`config.mk`:
```
export PLATFORM = sky130hd
export DESIGN_NAME = ctls_div
export DESIGN_NICKNAME = d
export VERILOG_FILES = /design/src/sv/ctls_pkg.sv /design/src/sv/ctls_div.sv
export SDC_FILE = /design/constraint.sdc
export NUM_CORES = 1
export LEC_CHECK = 0
export BUFFER_PORTS_ARGS = -buffer_cell sky130_fd_sc_hd__buf_2
export CAP_MARGIN = 20
export CORE_MARGIN = 4
export CORE_UTILIZATION = 52
export DETAILED_ROUTE_END_ITERATION = 10
export PLACE_DENSITY = 0.77
export SYNTH_ARGS = -nofsm -noshare
export SYNTH_HDL_FRONTEND = slang
export SYNTH_SLANG_ARGS = --single-unit
export TNS_END_PERCENT = 30
```
`constraint.sdc`:
```
create_clock -name clk -period 3.75 [get_ports clk]
set_clock_uncertainty 0.15 [all_clocks]
set_input_delay 0.375 -clock clk [delete_from_list [all_inputs] [get_ports clk]]
set_output_delay 0.375 -clock clk [all_outputs]
set_load 0.005 [all_outputs]
```
`src/sv/ctls_pkg.sv`:
```
// Shared types, codes and constants of the cyclic tridiagonal LU solver.
// Used by ctls_div, cyclic_tridiagonal_lu_solver and its checker; no dependencies.
package ctls_pkg;

  localparam int DEF_MAX_ORDER = 64;
  localparam int DEF_FRAC_BITS = 24;
  localparam int VAL_W = 32;
  localparam int ORDER_W = 7;
  localparam logic [ORDER_W-1:0] ORDER_RESET = 7'd64;
  localparam logic [ORDER_W-1:0] ORDER_MIN = 7'd3;

  // Operation codes of an input item.
  localparam logic [1:0] OP_LOAD_COEF = 2'd0;
  localparam logic [1:0] OP_FACTOR    = 2'd1;
  localparam logic [1:0] OP_LOAD_RHS  = 2'd2;
  localparam logic [1:0] OP_SOLVE     = 2'd3;

  // Store codes; the right-hand side shares the memory as a sixth store.
  localparam logic [2:0] ST_LOWER  = 3'd0;
  localparam logic [2:0] ST_MAIN   = 3'd1;
  localparam logic [2:0] ST_UPPER  = 3'd2;
  localparam logic [2:0] ST_BOTTOM = 3'd3;
  localparam logic [2:0] ST_RIGHT  = 3'd4;
  localparam logic [2:0] ST_RHS    = 3'd5;

  // Error codes of a result.
  localparam logic [1:0] ERR_NONE     = 2'd0;
  localparam logic [1:0] ERR_ZERO_DIV = 2'd1;
  localparam logic [1:0] ERR_SAT      = 2'd2;

  // Result kinds.
  localparam logic KIND_FACTOR   = 1'b0;
  localparam logic KIND_SOLUTION = 1'b1;

  typedef struct packed {
    logic [1:0]              opcode;
    logic [2:0]              store_select;
    logic [5:0]              element_index;
    logic signed [VAL_W-1:0] element_value;
  } ctls_in_t;

  typedef struct packed {
    logic                    result_kind;
    logic [5:0]              result_index;
    logic signed [VAL_W-1:0] result_value;
    logic                    last_element;
    logic [1:0]              error_code;
  } ctls_out_t;

  // Request to and response from the divider.
  typedef struct packed {
    logic                    start;
    logic signed [VAL_W-1:0] dividend;
    logic signed [VAL_W-1:0] divisor;
  } div_req_t;

  typedef struct packed {
    logic                    done;
    logic signed [VAL_W-1:0] quotient;
    logic                    sat;
    logic                    zero;
  } div_rsp_t;

  // Error code from the flags: zero divisor wins over saturation.
  function automatic logic [1:0] code_of(input logic zero_flag, input logic sat_flag);
    logic [1:0] c;
    c = ERR_NONE;
    if (zero_flag) begin
      c = ERR_ZERO_DIV;
    end else if (sat_flag) begin
      c = ERR_SAT;
    end
    return c;
  endfunction

endpackage

```
`src/sv/ctls_div.sv`:
```
// Fixed-point divider: (x * 2^FRAC_BITS) / y truncated toward zero, saturated.
// Restoring, one quotient bit per cycle. Depends on ctls_pkg.
module ctls_div
  import ctls_pkg::*;
#(
  parameter int FRAC_BITS = DEF_FRAC_BITS
) (
  input  logic     clk,
  input  logic     rst_n,
  input  div_req_t req,
  output div_rsp_t rsp
);

  localparam int DVD_W = VAL_W + FRAC_BITS;
  localparam int CNT_W = $clog2(DVD_W + 1);
  localparam logic [DVD_W-1:0] QMAX = DVD_W'(64'h7fff_ffff);
  localparam logic [DVD_W-1:0] QMIN_MAG = DVD_W'(64'h8000_0000);

  logic             busy_r, fin_r;
  logic [CNT_W-1:0] cnt_r;
  logic [DVD_W-1:0] dvd_r;
  logic [VAL_W-1:0] rem_r, den_r;
  logic             neg_r, xneg_r, zero_r;
  logic [VAL_W-1:0] abs_x, abs_y;
  logic [VAL_W:0]   trial;
  logic             ge;

  assign abs_x = req.dividend[VAL_W-1] ? (~req.dividend + 1'b1) : req.dividend;
  assign abs_y = req.divisor[VAL_W-1] ? (~req.divisor + 1'b1) : req.divisor;
  assign trial = {rem_r, dvd_r[DVD_W-1]};
  assign ge    = trial >= {1'b0, den_r};

  // Control: busy while bits remain, then a one-cycle done.
  always_ff @(posedge clk) begin
    if (!rst_n) begin
      busy_r <= 1'b0;
      fin_r  <= 1'b0;
    end else begin
      if (req.start) begin
        busy_r <= (req.divisor != '0);
        fin_r  <= (req.divisor == '0);
      end else if (busy_r && cnt_r == CNT_W'(1)) begin
        busy_r <= 1'b0;
        fin_r  <= 1'b1;
      end else begin
        fin_r <= 1'b0;
      end
    end
  end

  // Datapath: the quotient shifts in where the dividend shifts out.
  always_ff @(posedge clk) begin
    if (req.start) begin
      dvd_r  <= {abs_x, {FRAC_BITS{1'b0}}};
      den_r  <= abs_y;
      rem_r  <= '0;
      cnt_r  <= CNT_W'(DVD_W);
      neg_r  <= req.dividend[VAL_W-1] ^ req.divisor[VAL_W-1];
      xneg_r <= req.dividend[VAL_W-1];
      zero_r <= (req.divisor == '0);
    end else if (busy_r) begin
      cnt_r <= cnt_r - 1'b1;
      rem_r <= ge ? VAL_W'(trial - {1'b0, den_r}) : trial[VAL_W-1:0];
      dvd_r <= {dvd_r[DVD_W-2:0], ge};
    end
  end

  // Sign and saturation of the finished quotient.
  always_comb begin
    rsp.done = fin_r;
    rsp.sat  = 1'b0;
    rsp.zero = zero_r;
    if (zero_r) begin
      rsp.quotient = xneg_r ? 32'sh8000_0000 : 32'sh7fff_ffff;
    end else if (!neg_r) begin
      if (dvd_r > QMAX) begin
        rsp.quotient = 32'sh7fff_ffff;
        rsp.sat      = 1'b1;
      end else begin
        rsp.quotient = dvd_r[VAL_W-1:0];
      end
    end else begin
      if (dvd_r > QMIN_MAG) begin
        rsp.quotient = 32'sh8000_0000;
        rsp.sat      = 1'b1;
      end else begin
        rsp.quotient = ~dvd_r[VAL_W-1:0] + 1'b1;
      end
    end
  end

endmodule

```
## After elaboration in Yosys (flattened, before gate mapping)

Index checks and enable logic that the tools add are counted.

| word-level totals | value |
|---|---|
| memories | 0 |
| bits in writable memories | 0 |
| input port bits | 67 |
| flip-flop bits (word level) | 131 |
| ROM bits | 0 |
| word-level logic and storage cells | 46 |
| latch bits | 0 |

| operators by class | value |
|---|---|
| multipliers | 0 |
| add/subtract/negate cells | 5 |
| shift operators | 0 |
| div/mod/pow operators | 0 |
| bitwise gates (word level) | 4 |
| reduce and logical (&&, ||, !) cells | 5 |
| order comparisons | 3 |
| equal/unequal tests | 1 |
| multiplexer cells | 17 |

Operators by type and width:

| cell | number |
|---|---|
| $mux W32 | 6 |
| $mux W56 | 2 |
| $add A32 B1 Y32 const B | 3 |
| $not A32 Y32 | 3 |
| $gt A56 B31 Y1 const B | 1 |
| $gt A56 B32 Y1 const B | 1 |
| $ge A33 B32 Y1 | 1 |
| $mux W33 | 1 |
| $logic_not A32 Y1 | 1 |
| $reduce_bool A32 Y1 | 1 |
| $sub A32 B32 Y32 | 1 |
| $mux W31 | 1 |
| $mux W1 | 7 |
| $eq A6 B1 Y1 const B | 1 |
| $sub A6 B1 Y6 const B | 1 |
| $reduce_bool A2 Y1 | 2 |
| $logic_and A1 B1 Y1 | 1 |
| $xor A1 B1 Y1 | 1 |

## Longest topological paths before layout

Gate-level depths: netlist (run 1).

| depth | value |
|---|---|
| depth in word-level cells | 5 |
| depth in mapped cells | 11 |
| depth with buffers taken out | 10 |

## Worst setup path after synthesis (run 1)

No wires, ideal clock.

| path | value |
|---|---|
| path type | register to output |
| start point | reg dvd_r[1] |
| end point | out rsp[11] (netlist bit) |
| cell stages (with the launch flop) | 11 |
| arrival | 2.764 ns |
| setup slack | 0.461 ns |
| data required time | 3.225 ns |
| cells stage by stage | dfxtp_1 -> inv_1 -> ha_1 -> nor3b_1 -> nand2_1 -> or4_4 -> buf_6 -> o41ai_4 -> nand3_2 -> or3_1 -> a31oi_1 |

RTL lines:

| what | RTL line | text |
|---|---|---|
| start: declaration | ctls_div.sv:21 | `logic [DVD_W-1:0] dvd_r;` |
| start signal: assignment | ctls_div.sv:54 | `dvd_r <= {abs_x, {FRAC_BITS{1'b0}}};` |
| start signal: assignment | ctls_div.sv:64 | `dvd_r <= {dvd_r[DVD_W-2:0], ge};` |
| end: declaration | ctls_div.sv:11 | `output div_rsp_t rsp` |

==> metrics, run 1 <==
Avg Synthesized Cell Area=8.209 µm²; fin area=11310 µm²; DP Cell Count=1495; CTS tree=yes; Crit. Startpoint=dvd_r[18]$_SDFFE_PP0P_; Synth Register Bits=131; post-place setup slack=0.2547 ns; Tmin final=3.860 ns; Vias/cell=6.214; core footprint=18640 µm²; Area contributors post-synth=edfxtp_1 20%, dfxtp_1 13%, o21ai_0 5.5%; Final Hold Viols=0; setup slack after layout=-0.1100 ns; fin util=60.68%; status=finished, violations left; synthesized instance count=1199; initial antenna violation count=0; Clk Latency, worst-skew pair=0.43 ns; clk buf depth=2; Crit Reg-Reg Startpoint=den_r[13]$_DFFE_PP_; Num Clock Sinks=131; commonest non-fill, non-tap cell in the layout=nand2_1; yosys warns=0; arrival time at the worst endpoint=3.34 ns; Residual DRC=0; GRT Total Usage=23.77%; vias in the first global route=8710; diodes inserted=0; Yosys cell types=77; hold_ws=0.02286 ns; required time of the critical path=3.22 ns; IO Count=102; Worst Setup Start Kind=flop; Initial Util=52.80%; largest net degree at the start of global routing=50; share of layout cells above drive strength 1=16.08%; DIE HEIGHT=145.6 µm; port bufs=101; dpl cell area=10630 µm²; Max-slew headroom=37.70%; Tcrit/Tclk final=102.9%; drt first pass iters=5; Die Area=21200 µm²; P_leak=4.521 nW; Synth top area share=20.44%; fillers=1672; antenna viol nets, final=0; VDD IR-drop max=0.2878 mV; max-cap violations=0; Max Slew Vio Count=0; commonest non-fill, non-tap cells in the layout=107 x nand2_1, 106 x o21ai_0, 103 x nor2_1, 100 x buf_2, 67 x edfxtp_1; final net count=1392; RSZ-0062 raised after global routing=yes; Cell Count, Final, Fillers Out=1534; most common flop cell mapped by yosys=edfxtp_1; P per Cell Area=393.3 nW/µm²; CP Max Fanout=5; Die W=145.6 µm; Pwr Total=4.450 mW; drt initial violations=777; Hold Crit Start=req[0]; Setup TNS=-0.3648 ns; Post-Syn Area=9843 µm²; Seq/Total Area, Yosys=33.46%; syn nets=1304; area leader, netlist=edfxtp_1; failing checks=setup timing; clk root buf=clkbuf_16; Post-synth EDFFs=67; CTS H-tree lvls=4; Synth async-reset ratio=0%; cts bufs inserted=17; via count=9532; Min-Delay Path Class=in2reg; cts hold-fix bufs=0; Final setup viols=14; Routed wire per std cell=17.05 µm; first-pass GRT wire length=42430 µm; slew at the pin closest to its max-slew limit=0.9336 ns; upper clock frequency limit=0.2591 GHz; Worst-path clk slew=0.06 ns; Post-DP HPWL=19040 µm; Crit. End Element=output port; drt total wl=26150 µm; crit path kind=reg2out; row cnt=50; Congestion Overflow GR=0; GPL Wtd Cong=0.9743; Area Overhead vs Synth=14.92%
## final timing paths
path | endpoint | slack (ns) | cells past startpoint
max | rsp[29] | -0.11 | 9
min | den_r[0]$_DFFE_PP_ | 0.02 | 1
max reg2reg | rem_r[20]$_SDFFE_PP0P_ | 0.40 | 9
min reg2reg | cnt_r[0]$_SDFFE_PP0P_ | 0.35 | 2
## cell families after synthesis
group / after synthesis / share of synthesized area, %
flops: 131 / 33.46
buf+inv: 124 / 4.906
mux: 29 / 2.949
compound gates: 361 / 24.22
xor+xnor: 80 / 7.118
fa+ha+maj: 38 / 4.907
simple gates: 436 / 22.45
## registers in the layout, indices dropped and copies added, names as in the netlist
| name | count |
|---|---|
| cnt_r | 6 |
| neg_r | 1 |
| xneg_r | 1 |
| busy_r | 1 |
| zero_r | 1 |
| fin_r | 1 |
| rem_r | 32 |
| dvd_r | 56 |
| den_r | 32 |
## repair_timing
item | CTS | global route
gates cloned | 0 | 0
setup endpoints to repair | 28 | 31
setup buffers | 1 | 5
resized for setup | 1 | 10
pin swaps | 4 | 14
## cells in the mapped netlist, drive strengths merged (30+ instances only)
cell type and instances:
o21ai 111, ha 37, nand3 48, inv 54, edfxtp 67, nor3 31
a21oi 58, o31ai 31, xnor2 50, xor2 30, nand2 107, nor2 105
dfxtp 64, clkbuf 61
## layout make-up
| type | count | area, µm² | share of cell area, % |
|---|---|---|---|
| Inverter | 54 | 202.7 | 1.792 |
| Clock buffer | 17 | 425.4 | 3.761 |
| Multi-Input combinational cell | 944 | 6120 | 54.10 |
| Clock inverter | 15 | 152.6 | 1.349 |
| Sequential cell | 131 | 3302 | 29.19 |
| Tap cell | 234 | 292.8 | 2.588 |
| Timing Repair Buffer | 139 | 817.0 | 7.223 |
## layer usage
| metal | vias up | GRT usage, % | share of wire (%) |
|---|---|---|---|
| met5 | - | 0 | 0 |
| met4 | 0 | 8.689 | 2.2 |
| met3 | 50 | 4.360 | 7.2 |
| met2 | 384 | 37.51 | 46 |
| met1 | 4447 | 32.81 | 44 |
| li1 | 4651 | - | - |
## worst max-delay path: stages, from the launching register on
cell and delay [ns]:
dfxtp_4 0.34, or2_4 0.26, or4_4 0.44, or4_4 0.61, o41a_4 0.49, nor2_2 0.13, buf_4 0.15, nand2_1 0.05
a211oi_1 0.28, buf_2 0.17
## power breakdown
group	internal (mW)	total (mW)	leakage, nW	switching, mW
clock network	0.984	1.65	0.283	0.666
logic	0.445	1.08	3.04	0.636
registers	1.63	1.72	1.20	0.0867
Power figures use the tool's default switching activity.
==> run 2, diff against run 1 <==
--- a/config.mk
+++ b/config.mk
@@ -5,8 +5,10 @@
 export SDC_FILE = /design/constraint.sdc
 export NUM_CORES = 1
 export LEC_CHECK = 0
+export ABC_AREA = 0
 export BUFFER_PORTS_ARGS = -buffer_cell sky130_fd_sc_hd__buf_2
 export CAP_MARGIN = 20
+export CORE_ASPECT_RATIO = 0.7
 export CORE_MARGIN = 4
 export CORE_UTILIZATION = 52
 export DETAILED_ROUTE_END_ITERATION = 10
==> run 2 against run 1 <==
Compared with the run above:
- the run now ends clean
- first-iteration DRC count grew 79%
- cell count shrank 0.13%
- clock power grew 2%
- sequential share of layout area is essentially flat
- global-route usage grew 2.0 points
- sequential power is essentially flat
- sequential cell count is the same
- power grew 1.4%
- via count grew 1.2%
- largest cell class unchanged
==> metrics, run 2 (synthesis results as in run 1) <==
largest net degree at the start of global routing=59 (+18%); top flop regs=dvd_r: 56 flops, den_r: 32 flops, rem_r: 32 flops; hold_ws=0.02771 ns (+0.004854 ns); Crit. Startpoint=dvd_r[18]$_SDFFE_PP0P_; Min-Delay Path Class=in2reg; Largest register FFs=56 (unchanged); Top Usage Layer GRT=met1; Die Area=21230 µm² (+0.16%); Hold Crit Start=req[0]; cts bufs inserted=17 (unchanged); Logic pwr share=24.4% (about the same); clk root buf=clkbuf_16; Crit Reg-Reg Startpoint=den_r[13]$_DFFE_PP_; Num Clock Sinks=131 (unchanged); Tmin final=3.750 ns (-0.1105 ns); IO Count=102 (unchanged); Setup TNS=0 ns (+0.3648 ns); Worst-path clk slew=0.06 ns (about the same); row cnt=41 (-18%); Vias/cell=6.298 (+1.4%); first-pass GRT wire length=44300 µm (+4.4%); Initial Util=53.75% (+0.95 points); Routed wire per std cell=17.77 µm (+4.3%); Final setup viols=0 (-14); Largest Register=dvd_r; final net count=1388 (-0.29%); Max Slew Vio Count=0 (unchanged); DP Cell Count=1489 (-0.40%); DIE HEIGHT=123.1 µm (-15%); slew at the pin closest to its max-slew limit=0.8771 ns (-0.05648 ns); fin util=61.79% (+1.1 points); Congestion Overflow GR=0 (unchanged); CP Max Fanout=6 (+1); Area Overhead vs Synth=14.96% (about the same); P_int=3.073 mW (+0.40%); dpl cell area=10580 µm² (-0.42%); setup slack after layout=0.0004676 ns (+0.1105 ns); Die W=172.4 µm (+18%); Worst Setup Start Kind=flop; commonest non-fill, non-tap cell in the layout=nand2_1; Pwr Total=4.512 mW (+1.4%); initial antenna violation count=0 (unchanged); drt initial violations=1389 (+79%); P per Cell Area=398.7 nW/µm² (+1.4%); Post-DP HPWL=19640 µm (+3.2%); clk buf depth=2 (unchanged); diodes inserted=0 (unchanged); sequential power share=38.1% (-0.5 points); GRT Total Usage=25.76% (+2.0 points); grt met2 use=36.76% (-0.75 points); upper clock frequency limit=0.2667 GHz (+2.9%); arrival time at the worst endpoint=3.22 ns (-0.12 ns); status=finished clean; Net Switching=1.439 mW (+3.6%); core footprint=18310 µm² (-1.8%); port bufs=101 (unchanged); fin area=11320 µm² (about the same); Cell Count, Final, Fillers Out=1532 (-0.13%); drt total wl=27230 µm (+4.1%); RSZ-0062 raised after global routing=yes; Residual DRC=0 (unchanged); vias in the first global route=8694 (-0.18%); required time of the critical path=3.22 ns (about the same); max-cap violations=0 (unchanged); Crit. End Element=output port; share of layout cells above drive strength 1=16.13% (+0.050 points); CTS tree=yes; M1 GR Usage=39.54% (+6.7 points); met3 Use GR=5.465% (+1.1 points); post-place setup slack=0.1371 ns (-0.1176 ns); VDD IR-drop max=0.3207 mV (+11%); antenna viol nets, final=0 (unchanged); commonest non-fill, non-tap cells in the layout=107 x nand2_1, 105 x o21ai_0, 103 x nor2_1, 100 x buf_2, 67 x edfxtp_1; drt first pass iters=6 (+1); crit path kind=reg2out; Clk Latency, worst-skew pair=0.42 ns (about the same); Final Hold Viols=0 (unchanged); clock power share=37.4% (+0.3 points); Tcrit/Tclk final=99.99% (-2.9 points); cts hold-fix bufs=0 (unchanged); CTS H-tree lvls=4 (unchanged); fraction of power spent switching nets=31.90% (+0.68 points); GPL Wtd Cong=0.9168 (-5.9%); P_leak=4.502 nW (-0.44%); Max-slew headroom=41.17% (+3.5 points); via count=9649 (+1.2%)
run 2: cell count changes in the layout (fill, tap and decap cells not counted), sizes merged:
cell      previous run  this run
buf                139       135
clkinv               6         4
clkinvlp             1         2
inv                 60        61
run 2: worst paths after layout:
path                                          endpoint  slack, ns  depth (start not counted)
worst max register to register  rem_r[21]$_SDFFE_PP0P_       0.37                         10
worst min-delay path                den_r[0]$_DFFE_PP_       0.03                          1
worst max-delay path                           rsp[10]     0.0005                          9
worst min register to register   cnt_r[5]$_SDFFE_PP1P_       0.35                          2
run 2: layer usage:
metal / share of wire [%] / vias up
li1: - / 4648
met1: 47 / 4491
met2: 41 / 474
met3: 10 / 36
met4: 1.2 / 0
met5: 0 / -
run 2: worst max-delay path: stages (launching register included):
cell      delay (ns)
dfxtp_2         0.32
or2_4           0.26
or4_4           0.43
or4_4           0.60
o41a_4          0.43
nor3_4          0.21
buf_6           0.15
nand3b_1        0.07
a31oi_1         0.16
buf_2           0.15
run 2: what timing repair did:
item,4_1_cts,5_1_grt
hold endpoints to repair,0,0
resized for setup,7,10
setup endpoints to repair,33,30
buffers inserted,10,1
pin swaps,7,7
run 2: area by class of cell:
type | count | area (µm²)
fill | 1552 | 6998
multi-input combinational | 944 | 6140
sequential | 131 | 3301
timing repair buffer | 135 | 783.3
clock buffer | 17 | 425.4
tap | 236 | 295.3
inverter | 54 | 202.7
clock inverter | 15 | 168.9
run 2: power by group through the flow:
stage          clock network [mW]  logic (mW)  registers [mW]
3_3_place_gp                    0        1.04            1.74
4_1_cts                      1.71        1.08            1.72
2_1_floorplan                   0       0.761            1.71
5_1_grt                      1.77        1.22            1.73
6_report                     1.69        1.10            1.72
3_5_place_dp                    0        1.05            1.75
